$ cat src/design/qdc_pkg.sv
`default_nettype none
package qdc_pkg;

    localparam int TDATA_IN_W  = 72;
    localparam int TDATA_OUT_W = 32;
    localparam int DEF_SUBBLOCK_LEN = 32;
    // widest partial sum over the largest sub-block
    localparam int PART_W = 18;

    typedef struct packed {
        logic [15:0]        weight_scale;
        logic [15:0]        act_scale;
        logic [PART_W-1:0]  partial;
        logic               last;
    } qdc_flush_t;

endpackage
`default_nettype wire

$ cat src/design/q2_q8_block_scaled_dot_core.sv
// Block-scaled dot product of 2-bit weights against signed 8-bit activations.
// Input stream s_*: one transfer carries a group of four elements; s_tlast marks
// the final group of a row. Output stream m_*: one fp32 result per row.
// The front end takes one transfer per cycle while the queue is not full, sums
// the four integer products and accumulates them; every SUBBLOCK_LEN/4 groups,
// or on s_tlast, it pushes the partial sum and the scales of that transfer into
// a 2-entry queue. The back end drains the queue one entry at a time through
// decode, scale product, scaled partial and accumulate (round to nearest even,
// subnormals kept). Sustained rate is one transfer per cycle as long as a
// sub-block holds at least four groups and the receiver does not stall; shorter
// sub-blocks are bounded by the float sequence.
// From an empty queue and idle back end, the s_tlast entry passes the queue, then
// decode, both products and accumulate, and the output register raises m_tvalid.
// Reset clears the partial sum, group count, accumulator and m_tvalid.
// A stalled receiver holds the result in the output register; the queue then
// fills and s_tready drops until m_tready returns.
`default_nettype none
module q2_q8_block_scaled_dot_core #(
    parameter int SUBBLOCK_LEN = qdc_pkg::DEF_SUBBLOCK_LEN
) (
    input  wire logic                              aclk,
    input  wire logic                              aresetn,
    input  wire logic                              s_tvalid,
    output logic                                   s_tready,
    // weight_codes, act_0, act_1, act_2, act_3, weight_scale, act_scale
    input  wire logic [qdc_pkg::TDATA_IN_W-1:0]    s_tdata,
    input  wire logic                              s_tlast,
    output logic                                   m_tvalid,
    input  wire logic                              m_tready,
    // dot_result
    output logic [qdc_pkg::TDATA_OUT_W-1:0]        m_tdata
);
    import qdc_pkg::*;

    qdc_flush_t push_data, pop_data;
    logic       q_push, q_pop, q_full, q_valid;

    qdc_front #(
        .SUBBLOCK_LEN (SUBBLOCK_LEN)
    ) u_front (
        .aclk     (aclk),
        .aresetn  (aresetn),
        .in_valid (s_tvalid),
        .in_ready (s_tready),
        .in_data  (s_tdata),
        .in_last  (s_tlast),
        .q_full   (q_full),
        .q_push   (q_push),
        .q_data   (push_data)
    );

    qdc_fifo u_fifo (
        .aclk    (aclk),
        .aresetn (aresetn),
        .push    (q_push),
        .din     (push_data),
        .full    (q_full),
        .pop     (q_pop),
        .dout    (pop_data),
        .valid   (q_valid)
    );

    qdc_back u_back (
        .aclk      (aclk),
        .aresetn   (aresetn),
        .q_valid   (q_valid),
        .q_data    (pop_data),
        .q_pop     (q_pop),
        .out_valid (m_tvalid),
        .out_ready (m_tready),
        .out_data  (m_tdata)
    );

endmodule
`default_nettype wire

$ cat src/design/qdc_front.sv
`default_nettype none
module qdc_front #(
    parameter int SUBBLOCK_LEN = qdc_pkg::DEF_SUBBLOCK_LEN
) (
    input  wire logic                          aclk,
    input  wire logic                          aresetn,
    input  wire logic                          in_valid,
    output logic                               in_ready,
    input  wire logic [qdc_pkg::TDATA_IN_W-1:0] in_data,
    input  wire logic                          in_last,
    input  wire logic                          q_full,
    output logic                               q_push,
    output qdc_pkg::qdc_flush_t                q_data
);
    import qdc_pkg::*;

    localparam int PER_SUB = (SUBBLOCK_LEN / 4 < 1) ? 1 : SUBBLOCK_LEN / 4;
    localparam int CNT_W   = (PER_SUB < 2) ? 1 : $clog2(PER_SUB);
    localparam int LOC_W   = $clog2(PER_SUB * 1024) + 2;

    logic [CNT_W-1:0]        count_reg, count_next;
    logic signed [LOC_W-1:0] partial_reg, partial_next, partial_sum;
    logic signed [12:0]      group_sum;
    logic                    accept, flush;

    always_comb begin
        logic signed [2:0]  w;
        logic signed [7:0]  a;
        group_sum = '0;
        for (int i = 0; i < 4; i++) begin
            w = $signed({1'b0, in_data[2*i +: 2]}) - 3'sd1;
            a = $signed(in_data[8 + 8*i +: 8]);
            group_sum = group_sum + 13'(w) * 13'(a);
        end
    end

    assign in_ready    = !q_full;
    assign accept      = in_valid && in_ready;
    assign partial_sum = partial_reg + LOC_W'(group_sum);
    assign flush       = in_last || (count_reg == CNT_W'(PER_SUB - 1));
    assign q_push      = accept && flush;

    always_comb begin
        q_data.weight_scale = in_data[40 +: 16];
        q_data.act_scale    = in_data[56 +: 16];
        q_data.partial      = PART_W'(partial_sum);
        q_data.last         = in_last;
        count_next   = count_reg;
        partial_next = partial_reg;
        if (accept) begin
            if (flush) begin
                count_next   = '0;
                partial_next = '0;
            end else begin
                count_next   = count_reg + CNT_W'(1);
                partial_next = partial_sum;
            end
        end
    end

    always_ff @(posedge aclk) begin
        if (!aresetn) begin
            count_reg   <= '0;
            partial_reg <= '0;
        end else begin
            count_reg   <= count_next;
            partial_reg <= partial_next;
        end
    end

endmodule
`default_nettype wire

$ cat src/design/qdc_fifo.sv
`default_nettype none
module qdc_fifo (
    input  wire logic          aclk,
    input  wire logic          aresetn,
    input  wire logic          push,
    input  wire qdc_pkg::qdc_flush_t din,
    output logic               full,
    input  wire logic          pop,
    output qdc_pkg::qdc_flush_t dout,
    output logic               valid
);
    import qdc_pkg::*;

    qdc_flush_t  mem_reg [2];
    logic        wr_ptr_reg, wr_ptr_next, rd_ptr_reg, rd_ptr_next;
    logic [1:0]  cnt_reg, cnt_next;

    assign full  = (cnt_reg == 2'd2);
    assign valid = (cnt_reg != 2'd0);
    assign dout  = mem_reg[rd_ptr_reg];

    always_comb begin
        wr_ptr_next = wr_ptr_reg;
        rd_ptr_next = rd_ptr_reg;
        cnt_next    = cnt_reg;
        if (push) begin
            wr_ptr_next = !wr_ptr_reg;
        end
        if (pop) begin
            rd_ptr_next = !rd_ptr_reg;
        end
        if (push && !pop) begin
            cnt_next = cnt_reg + 2'd1;
        end else if (pop && !push) begin
            cnt_next = cnt_reg - 2'd1;
        end
    end

    always_ff @(posedge aclk) begin
        if (push) begin
            mem_reg[wr_ptr_reg] <= din;
        end
    end

    always_ff @(posedge aclk) begin
        if (!aresetn) begin
            wr_ptr_reg <= 1'b0;
            rd_ptr_reg <= 1'b0;
            cnt_reg    <= 2'd0;
        end else begin
            wr_ptr_reg <= wr_ptr_next;
            rd_ptr_reg <= rd_ptr_next;
            cnt_reg    <= cnt_next;
        end
    end

endmodule
`default_nettype wire

$ cat src/design/qdc_back.sv
`default_nettype none
module qdc_back (
    input  wire logic                           aclk,
    input  wire logic                           aresetn,
    input  wire logic                           q_valid,
    input  wire qdc_pkg::qdc_flush_t            q_data,
    output logic                                q_pop,
    output logic                                out_valid,
    input  wire logic                           out_ready,
    output logic [qdc_pkg::TDATA_OUT_W-1:0]     out_data
);
    import qdc_pkg::*;

    localparam logic [1:0] ST_IDLE = 2'd0;
    localparam logic [1:0] ST_MUL1 = 2'd1;
    localparam logic [1:0] ST_MUL2 = 2'd2;
    localparam logic [1:0] ST_ADD  = 2'd3;

    localparam logic [31:0] QNAN_DEFAULT = 32'hFFC0_0000;
    localparam logic [31:0] INF_MAG      = 32'h7F80_0000;

    function automatic logic [31:0] round_pack(input logic sign, input int exp,
                                               input logic [63:0] sig);
        int          msb;
        int          be;
        int          rsh;
        logic [63:0] n;
        logic [63:0] sh;
        logic [23:0] man;
        logic        g;
        logic        st;
        logic [30:0] mag;
        msb = 0;
        for (int i = 0; i < 64; i++) begin
            if (sig[i]) begin
                msb = i;
            end
        end
        n  = sig << (63 - msb);
        be = exp + msb + 127;
        if (sig == 64'd0) begin
            return {sign, 31'd0};
        end
        if (be >= 255) begin
            return {sign, INF_MAG[30:0]};
        end
        if (be >= 1) begin
            man = n[63:40];
            g   = n[39];
            st  = |n[38:0];
            mag = {be[7:0], man[22:0]};
        end else begin
            rsh = 1 - be;
            if (rsh > 40) begin
                man = '0;
                g   = 1'b0;
                st  = 1'b1;
            end else begin
                sh  = n >> rsh;
                man = sh[63:40];
                g   = sh[39];
                st  = (|sh[38:0]) | (|(n & ((64'd1 << rsh) - 64'd1)));
            end
            mag = {8'd0, man[22:0]};
        end
        if (g && (st || man[0])) begin
            mag = mag + 31'd1;
        end
        return {sign, mag};
    endfunction

    function automatic logic [31:0] fp16_to_fp32(input logic [15:0] h);
        logic [4:0] e;
        e = h[14:10];
        if (e == 5'd0) begin
            return round_pack(h[15], -24, {54'd0, h[9:0]});
        end else if (e == 5'd31) begin
            return {h[15], 8'hFF, h[9:0], 13'd0};
        end
        return {h[15], 8'(e) + 8'd112, h[9:0], 13'd0};
    endfunction

    function automatic logic [31:0] int_to_fp32(input logic [PART_W-1:0] p);
        logic              neg;
        logic [PART_W-1:0] mag;
        neg = p[PART_W-1];
        mag = neg ? (~p + PART_W'(1)) : p;
        return round_pack(neg, 0, 64'(mag));
    endfunction

    function automatic logic [31:0] fp32_mul(input logic [31:0] a, input logic [31:0] b);
        logic        s;
        logic        a_nan, b_nan, a_inf, b_inf, a_zero, b_zero;
        logic [23:0] ma, mb;
        int          ea, eb;
        logic [47:0] p;
        s      = a[31] ^ b[31];
        a_nan  = (a[30:23] == 8'hFF) && (a[22:0] != 23'd0);
        b_nan  = (b[30:23] == 8'hFF) && (b[22:0] != 23'd0);
        a_inf  = (a[30:23] == 8'hFF) && (a[22:0] == 23'd0);
        b_inf  = (b[30:23] == 8'hFF) && (b[22:0] == 23'd0);
        a_zero = (a[30:0] == 31'd0);
        b_zero = (b[30:0] == 31'd0);
        ma     = {a[30:23] != 8'd0, a[22:0]};
        mb     = {b[30:23] != 8'd0, b[22:0]};
        ea     = (a[30:23] == 8'd0) ? 1 : int'(a[30:23]);
        eb     = (b[30:23] == 8'd0) ? 1 : int'(b[30:23]);
        p      = 48'(ma) * 48'(mb);
        if (a_nan) begin
            return a | 32'h0040_0000;
        end else if (b_nan) begin
            return b | 32'h0040_0000;
        end else if ((a_inf && b_zero) || (b_inf && a_zero)) begin
            return QNAN_DEFAULT;
        end else if (a_inf || b_inf) begin
            return {s, INF_MAG[30:0]};
        end else if (a_zero || b_zero) begin
            return {s, 31'd0};
        end
        return round_pack(s, ea + eb - 300, {16'd0, p});
    endfunction

    function automatic logic [31:0] fp32_add(input logic [31:0] a, input logic [31:0] b);
        logic        a_nan, b_nan, a_inf, b_inf;
        logic [31:0] x, y;
        logic [23:0] mx, my;
        int          ex, ey, d;
        logic [26:0] mx27, my27, my_al;
        logic [27:0] s;
        a_nan = (a[30:23] == 8'hFF) && (a[22:0] != 23'd0);
        b_nan = (b[30:23] == 8'hFF) && (b[22:0] != 23'd0);
        a_inf = (a[30:23] == 8'hFF) && (a[22:0] == 23'd0);
        b_inf = (b[30:23] == 8'hFF) && (b[22:0] == 23'd0);
        if (a[30:0] >= b[30:0]) begin
            x = a;
            y = b;
        end else begin
            x = b;
            y = a;
        end
        mx   = {x[30:23] != 8'd0, x[22:0]};
        my   = {y[30:23] != 8'd0, y[22:0]};
        ex   = (x[30:23] == 8'd0) ? 1 : int'(x[30:23]);
        ey   = (y[30:23] == 8'd0) ? 1 : int'(y[30:23]);
        d    = ex - ey;
        mx27 = {mx, 3'd0};
        my27 = {my, 3'd0};
        if (d >= 27) begin
            my_al = {26'd0, my27 != 27'd0};
        end else begin
            my_al = (my27 >> d) | {26'd0, |(my27 & ((27'd1 << d) - 27'd1))};
        end
        if (x[31] == y[31]) begin
            s = 28'(mx27) + 28'(my_al);
        end else begin
            s = 28'(mx27) - 28'(my_al);
        end
        if (a_nan) begin
            return a | 32'h0040_0000;
        end else if (b_nan) begin
            return b | 32'h0040_0000;
        end else if (a_inf && b_inf && (a[31] != b[31])) begin
            return QNAN_DEFAULT;
        end else if (a_inf) begin
            return a;
        end else if (b_inf) begin
            return b;
        end else if (s == 28'd0) begin
            return {a[31] & b[31], 31'd0};
        end
        return round_pack(x[31], ex - 153, {36'd0, s});
    endfunction

    logic [1:0]  state_reg, state_next;
    logic [31:0] ws_reg, ws_next, as_reg, as_next, pf_reg, pf_next;
    logic [31:0] sc_reg, sc_next, term_reg, term_next, acc_reg, acc_next;
    logic [31:0] out_reg, out_next;
    logic        last_reg, last_next, out_valid_reg, out_valid_next;
    logic [31:0] acc_sum;

    assign acc_sum   = fp32_add(acc_reg, term_reg);
    assign out_valid = out_valid_reg;
    assign out_data  = out_reg;
    assign q_pop     = (state_reg == ST_IDLE) && q_valid;

    always_comb begin
        state_next     = state_reg;
        ws_next        = ws_reg;
        as_next        = as_reg;
        pf_next        = pf_reg;
        sc_next        = sc_reg;
        term_next      = term_reg;
        acc_next       = acc_reg;
        last_next      = last_reg;
        out_next       = out_reg;
        out_valid_next = out_valid_reg && !out_ready;
        case (state_reg)
            ST_IDLE: begin
                if (q_valid) begin
                    ws_next    = fp16_to_fp32(q_data.weight_scale);
                    as_next    = fp16_to_fp32(q_data.act_scale);
                    pf_next    = int_to_fp32(q_data.partial);
                    last_next  = q_data.last;
                    state_next = ST_MUL1;
                end
            end
            ST_MUL1: begin
                sc_next    = fp32_mul(as_reg, ws_reg);
                state_next = ST_MUL2;
            end
            ST_MUL2: begin
                term_next  = fp32_mul(sc_reg, pf_reg);
                state_next = ST_ADD;
            end
            ST_ADD: begin
                if (!last_reg) begin
                    acc_next   = acc_sum;
                    state_next = ST_IDLE;
                end else if (!out_valid_reg || out_ready) begin
                    out_next       = acc_sum;
                    out_valid_next = 1'b1;
                    acc_next       = '0;
                    state_next     = ST_IDLE;
                end
            end
            default: begin
                state_next = ST_IDLE;
            end
        endcase
    end

    always_ff @(posedge aclk) begin
        ws_reg   <= ws_next;
        as_reg   <= as_next;
        pf_reg   <= pf_next;
        sc_reg   <= sc_next;
        term_reg <= term_next;
        last_reg <= last_next;
        out_reg  <= out_next;
    end

    always_ff @(posedge aclk) begin
        if (!aresetn) begin
            state_reg     <= ST_IDLE;
            acc_reg       <= '0;
            out_valid_reg <= 1'b0;
        end else begin
            state_reg     <= state_next;
            acc_reg       <= acc_next;
            out_valid_reg <= out_valid_next;
        end
    end

endmodule
`default_nettype wire

$ cat config.mk
export PLATFORM = sky130hd
export DESIGN_NAME = q2_q8_block_scaled_dot_core
export DESIGN_NICKNAME = d
export VERILOG_FILES = /design/src/design/qdc_pkg.sv /design/src/design/q2_q8_block_scaled_dot_core.sv /design/src/design/qdc_front.sv /design/src/design/qdc_fifo.sv /design/src/design/qdc_back.sv
export SDC_FILE = /design/constraint.sdc
export NUM_CORES = 2
export LEC_CHECK = 0
export ABC_AREA = 1
export CORE_ASPECT_RATIO = 0.5
export CORE_MARGIN = 8
export CORE_UTILIZATION = 40
export CTS_BUF_LIST = sky130_fd_sc_hd__clkbuf_2
export CTS_CLUSTER_DIAMETER = 100
export DETAILED_ROUTE_END_ITERATION = 10
export DONT_BUFFER_PORTS = 1
export GPL_TIMING_DRIVEN = 0
export PLACE_DENSITY = 0.56
export SETUP_SLACK_MARGIN = 0.1
export SYNTH_ARGS = -nofsm -noshare
export SYNTH_HDL_FRONTEND = slang
export SYNTH_SLANG_ARGS = --single-unit
$ cat constraint.sdc
create_clock -name aclk -period 41.5 [get_ports aclk]
set_input_delay 2.075 -clock aclk [delete_from_list [all_inputs] [get_ports aclk]]
set_output_delay 2.075 -clock aclk [all_outputs]
set_load 0.05 [all_outputs]
## After elaboration in Yosys (flattened, before gate mapping)

Memory sizes are Yosys's and may differ from the RTL's. A register that Yosys moved wholly into a read port is not among the register bits.
Index checks and enable logic that the tools add are counted.

- Register bits after elaboration: 250
- RAM bits: 102
- Word-level logic and storage cells: 735
- Memories: 1

- Add/sub/neg operators: 58
- $mul: 6
- Magnitude comparators: 20
- Equality and inequality tests: 18
- Shift-type cells: 20
- Multiplexer cells: 463
- Bitwise gates (word level): 18
- Reduce and logical (&&, ||, !) cells: 114

Memory list:

| name | words | width | rd ports | clocked after Yosys merged registers in | write ports | line | RTL |
|---|---|---|---|---|---|---|---|
| u_fifo.mem_reg | 2 | 51 | 1 | 1 | 1 | qdc_fifo.sv:14 | `qdc_flush_t mem_reg [2];` |

Operators with widths:

| operator | count |
|---|---|
| 2-to-1 mux 32 bit | 66 |
| 2-to-1 mux 31 bit | 37 |
| OR reduction 39 bit | 12 |
| AND 64 bit | 6 |
| OR reduction 64 bit | 6 |
| left shift 1 x 32 -> 64 bit, first input constant | 6 |
| >> shifter 64 x 32 -> 63 bit | 6 |
| subtractor 64 x 1 -> 64 bit, second input constant | 6 |
| 2-to-1 mux 5 bit | 46 |
| adder 32 x 8 -> 32 bit, second input constant | 6 |
| greater-or-equal comparator 32 x 2 -> 1 bit, second input constant | 6 |
| greater-or-equal comparator 32 x 9 -> 1 bit, second input constant | 6 |
| > comparator 32 x 7 -> 1 bit, second input constant | 6 |
| 2-to-1 mux 6 bit | 32 |
| subtractor 2 x 32 -> 32 bit, first input constant | 6 |
| subtractor 7 x 32 -> 32 bit, first input constant | 6 |
| 2-to-1 mux 1 bit | 187 |
| adder 31 x 1 -> 31 bit, second input constant | 6 |
| adder 32 bit | 5 |
| 2-to-1 mux 4 bit | 36 |
| logical NOT 23 bit | 6 |
| 2-to-1 mux 23 bit | 6 |
| nonzero test 23 bit | 6 |
| left shift 10 x 32 -> 64 bit | 2 |
| other kinds (66) | 204 |

## Logic depth before layout (Yosys ltp)

- Depth in word-level cells: 71
- Depth in mapped cells: 131
- Mapped depth without buffers: 124

## Hierarchy

Synthesis repeated with hierarchy kept, for this count alone.

- Cells, all modules: 13031
- Area total of the unflattened synthesis: 83760.3 sq um

Modules (own cells, without submodules):

| module | times used | cells each | area each (sq um) | sequential area each (sq um) |
|---|---|---|---|---|
| qdc_back | 1 | 12170 | 74158.6 | 5955.7 |
| qdc_front | 1 | 667 | 5437.7 | 360.3 |
| qdc_fifo | 1 | 194 | 4164.0 | 3163.0 |

## Least setup slack after synthesis

No wires, ideal clock.

- Kind: register to register
- Start point: reg u_back.sc_reg[4]
- End point: reg u_back.term_reg[30], data pin
- Data arrival time: 15899 ps
- Path slack: 25343 ps
- Cell stages (with the launch flop): 121
- Buffers on the path: 4
- Clock period less this slack: 16157 ps
- Path through: edfxtp_1 > clkbuf_1 > clkbuf_1 > nand2_1 > fa_1 > fa_1 > inv_1 > fa_1 > ha_1 > fa_1 > inv_1 > fa_1 > fa_1 > inv_1 > ha_1 > nand2_1 > inv_1 > nand2_1 > [... 85 more ...] > nand2_1 > inv_1 > nor3_1 > inv_1 > nor2_1 > inv_1 > clkbuf_1 > o21ai_0 > nand2_1 > nor2_1 > nand2_1 > nor2_1 > nand4_1 > xnor2_1 > nand3_1 > nand3_1 > nand2_1 > nand2_1

- Word-level cells in the longest chain between the ends: 67

RTL lines:

| element | line | RTL |
|---|---|---|
| start, declared | qdc_back.sv:176 | `logic [31:0] sc_reg, sc_next, term_reg, term_next, acc_reg, acc_next;` |
| start signal, assigned | qdc_back.sv:236 | `sc_reg <= sc_next;` |
| multiplier 24 x 24 -> 48 bit | qdc_back.sv:108 | `p = 48'(ma) * 48'(mb);` |
| 2-to-1 mux 3 bit (4 in series) | qdc_back.sv:35 | `if (sig[i]) begin` |
| 2-to-1 mux 4 bit (8 in series) | qdc_back.sv:35 |  |
| 2-to-1 mux 5 bit (16 in series) | qdc_back.sv:35 |  |
| 2-to-1 mux 6 bit (16 in series) | qdc_back.sv:35 |  |
| 2-to-1 mux 32 bit | qdc_back.sv:120 | `return round_pack(s, ea + eb - 300, {16'd0, p});` |
| 2-to-1 mux 32 bit | qdc_back.sv:197 | `case (state_reg)` |
| adder 32 bit | qdc_back.sv:40 | `be = exp + msb + 127;` |
| [... 11 more ...] | -- |  |
| 2-to-1 mux 1 bit | qdc_back.sv:120 |  |
| 2-to-1 mux 1 bit | qdc_back.sv:197 |  |
| logical OR 1 bit | qdc_back.sv:66 | `if (g && (st \|\| man[0])) begin` |
| logical AND 1 bit | qdc_back.sv:66 |  |
| 2-to-1 mux 31 bit | qdc_back.sv:66 |  |
| 2-to-1 mux 32 bit | qdc_back.sv:47 | `if (be >= 1) begin` |
| 2-to-1 mux 32 bit | qdc_back.sv:44 | `if (be >= 255) begin` |
| 2-to-1 mux 32 bit * | qdc_back.sv:120 |  |
| end signal, assigned | qdc_back.sv:237 | `term_reg <= term_next;` |
| end, declared | qdc_back.sv:176 |  |

Every way passes the cells marked *; elsewhere a longest branch is shown, timed or not. The select of a mux whose other input is x is not followed.
A chain may end at the register's enable or synchronous reset.

## Worst setup path in the final report

- Start point: reg u_back.sc_reg[6]
- End point: reg u_back.term_reg[22], data pin

- Word-level cells in the longest chain between the ends: 65

RTL lines:

| element | line |
|---|---|
| multiplier 24 x 24 -> 48 bit | qdc_back.sv:108 |
| 2-to-1 mux 3 bit (2 in series) | qdc_back.sv:35 |
| 2-to-1 mux 4 bit (8 in series) | qdc_back.sv:35 |
| 2-to-1 mux 5 bit (16 in series) | qdc_back.sv:35 |
| 2-to-1 mux 6 bit (16 in series) | qdc_back.sv:35 |
| 2-to-1 mux 32 bit | qdc_back.sv:120 |
| 2-to-1 mux 32 bit | qdc_back.sv:197 |
| adder 32 bit | qdc_back.sv:40 |
| [... 11 more ...] | -- |
| 2-to-1 mux 1 bit | qdc_back.sv:120 |
| 2-to-1 mux 1 bit | qdc_back.sv:197 |
| logical OR 1 bit | qdc_back.sv:66 |
| logical AND 1 bit | qdc_back.sv:66 |
| 2-to-1 mux 31 bit | qdc_back.sv:66 |
| 2-to-1 mux 32 bit | qdc_back.sv:47 |
| 2-to-1 mux 32 bit | qdc_back.sv:44 |
| 2-to-1 mux 32 bit * | qdc_back.sv:120 |

Marks and branches as above.

==> out/results.ini <==
[synthesis]
syn_area_per_cell_sq_um = 6.49
seq_area_frac_synth = 0.119
ys.flop_type = edfxtp_1
synth_cell_types = 84
syn_area_sq_um = 78000
ys_ff_latch = 329
yosysWarnings = 0
async_flop_share = 0
synth_edf_count = 271
synthCells = 12000

[sta]
setup_tns_ps = 0
period_needed_ps = 22800
finClkSkew_ps = 232
max_clock_freq_mhz = 43.9
finalHoldViolCount = 0
finalSetupViolations = 0
fin_crit_sh = 0.549
tightest_slew_ps = 1650
slew_violations = 3
rsz0062_at_grt = no
maxSlewHeadroom = -0.114

[global_routing]
grt_pass1_wl_um = 464000
globalRouteTotalUtil = 0.284
grt-ovfl-total = 0
antenna_found_initial = 11
grt_max_degree = 34
grt_pass1_vias = 76600

[critical_path]
critPathKind = reg -> reg
crit_top_cell = nand2_1
required_ps = 42600
rr_endpoint = u_back.term_reg[22]
critPathLaunch = u_back.sc_reg[6]
r2r-start = u_back.sc_reg[6]
crit_path_end = u_back.term_reg[22]
worstSetupStartpointType = flop
reg2reg_depth = 116
cpMaxStageDelayCell = clkbuf_1
r2r_setup_slack_ps = 18700
crit_fanout = 10
cp-end-kind = flop
critical-path-max-stage-delay_ps = 830
crit_arrival_ps = 23890

[run]
cap_violations = 1

[clock_tree]
cts_hold_repair.buffers = 0
numCtsBuffers = 87
clk_pin_slew_worst_paths_ps = 110
cts-root-buf = clkbuf_2
cts.sinks = 329
htreeDepth = 3
ctsResizeCount = 0
cts_tree = built
postCtsSetupRepairBufs = 0
clkLatencyLatePin_ps = 1390
clock_path_buffers = 3

[detailed_routing]
first_pass_iters = 7
ant_nets = 0
routed_wl_um = 308000
drc = 0
drt-initial-drc-count = 7294
post_drt_wl_per_cell_um = 20.8
viasPerCell = 5.37
vias = 79600

[final_layout]
fill_cells = 21100
fin_nets = 13500
layout_commonest_cell = nand2_1
seqCellArea_sq_um = 9300
final_cell_mix = nand2_1, inv_1, nand3_1
multi_input_area_sq_um = 57200
area_growth_pct = 5.94
largest_reg_flops = 96
drive_above_1_share = 0.0432

[die]
die_area_sq_um = 210000
fp.dieW_um = 640
initial_utilization = 0.403
dieHeight_um = 328
io_pins = 111
rows = 114
coreArea_sq_um = 193000

[place]
gp_congestion = 1.04
numPortBuffers = 0
hpwl_um = 258000

[run_status]
status = complete, but fails checks
violations = capacitance limit, slew limit

[hold_path]
hold_class = reg -> reg

-- cell usage after synthesis, types with 14 or more instances --
master	count	area share
nor2_2	27	0.0022
o21ai_2	17	0.0019
buf_1	51	0.0025
nand3_1	850	0.055
o21ai_1	109	0.0070
a211oi_1	21	0.0020
clkbuf_1	396	0.019
dfxtp_1	58	0.015
o21bai_1	23	0.0022
nand2_1	3267	0.16
mux2i_1	47	0.0060
buf_2	75	0.0048
a21o_1	15	0.0014
inv_2	47	0.0023
nor4_1	82	0.0066
buf_4	15	0.0014
nor3_1	151	0.0097
nand4_1	145	0.012
ha_1	570	0.091
xnor2_1	60	0.0067
clkinv_1	27	0.0013
o2111ai_1	14	0.0016
a22oi_1	19	0.0018
o21a_1	16	0.0015
inv_1	2375	0.11
o22ai_1	105	0.0084
o211ai_1	34	0.0033
o311ai_0	17	0.0019
o21ai_0	707	0.045
nand2_2	35	0.0028
o31ai_1	30	0.0029
nor2_1	771	0.037
xor2_1	177	0.020
a21oi_1	342	0.022
fa_1	759	0.19
a31oi_1	29	0.0023
edfxtp_1	271	0.10
or2_2	79	0.0063
buf_6	19	0.0027
-- per-layer routing --
layer / vias to the layer above / track usage / wire length (um)
met5: - / 0 / 69
met4: 10 / 0.109 / 13500
met3: 652 / 0.0451 / 22800
met2: 3153 / 0.465 / 140000
met1: 37900 / 0.377 / 132000
li1: 37900 / - / -
-- worst max-delay path: cells and delay by family, from the launching register on --
family,cells,cell delay (ps)
flip-flops,1,340
AND/OR/NAND/NOR,68,9530
XOR/XNOR,2,290
AO/OA/AOI/OAI,13,3370
buffers and inverters,21,3940
adder cells (fa/ha/maj),12,5040
-- metrics by stage --
stage,instance area (sq um),std cells,setup slack (ps),utilization,hold WS [ps]
floorplan,78000,12000,25340,-,425
global placement,81300,14600,19170,0.420,436
detailed placement,81500,14700,19300,0.422,439
CTS,82600,14800,19280,0.427,435
global route,82600,14800,17350,0.427,469
finish,82600,14800,18700,0.427,433
-- worst min path at each step --
stage	from	end	slack, ps	cells after the start
floorplan	u_fifo.rd_ptr_reg	flop	430	1
global placement	u_fifo.rd_ptr_reg	u_fifo.rd_ptr_reg	440	1
detailed placement	u_fifo.rd_ptr_reg	flop	440	1
CTS	u_fifo.rd_ptr_reg	flop	440	1
global route	u_fifo.rd_ptr_reg	flop	470	1
finish	u_fifo.rd_ptr_reg	flop	430	1
-- cell type report --
type	count	area share
antenna	8	0.000242
buffer	557	0.0290
clock buffer	114	0.00691
clock inverter	44	0.00570
inverter	2450	0.111
multi-input combinational	8699	0.692
sequential	329	0.113
tap	2610	0.0395
timing repair buffer	10	0.00236
-- logic make-up after synthesis --
group                    after synthesis  share of synthesized area
AND/OR/NAND/NOR                     5491                      0.298
buffers and inverters               3007                      0.149
AO/OA/AOI/OAI                       1573                      0.114
adder cells (fa/ha/maj)             1329                      0.286
flip-flops                           329                      0.119
XOR/XNOR                             240                     0.0272
multiplexers                          47                    0.00603
other                                  1                  0.0000481
Power is not shown: default switching activity piles up to over one toggle a cycle in this logic, so the estimate is an artifact.
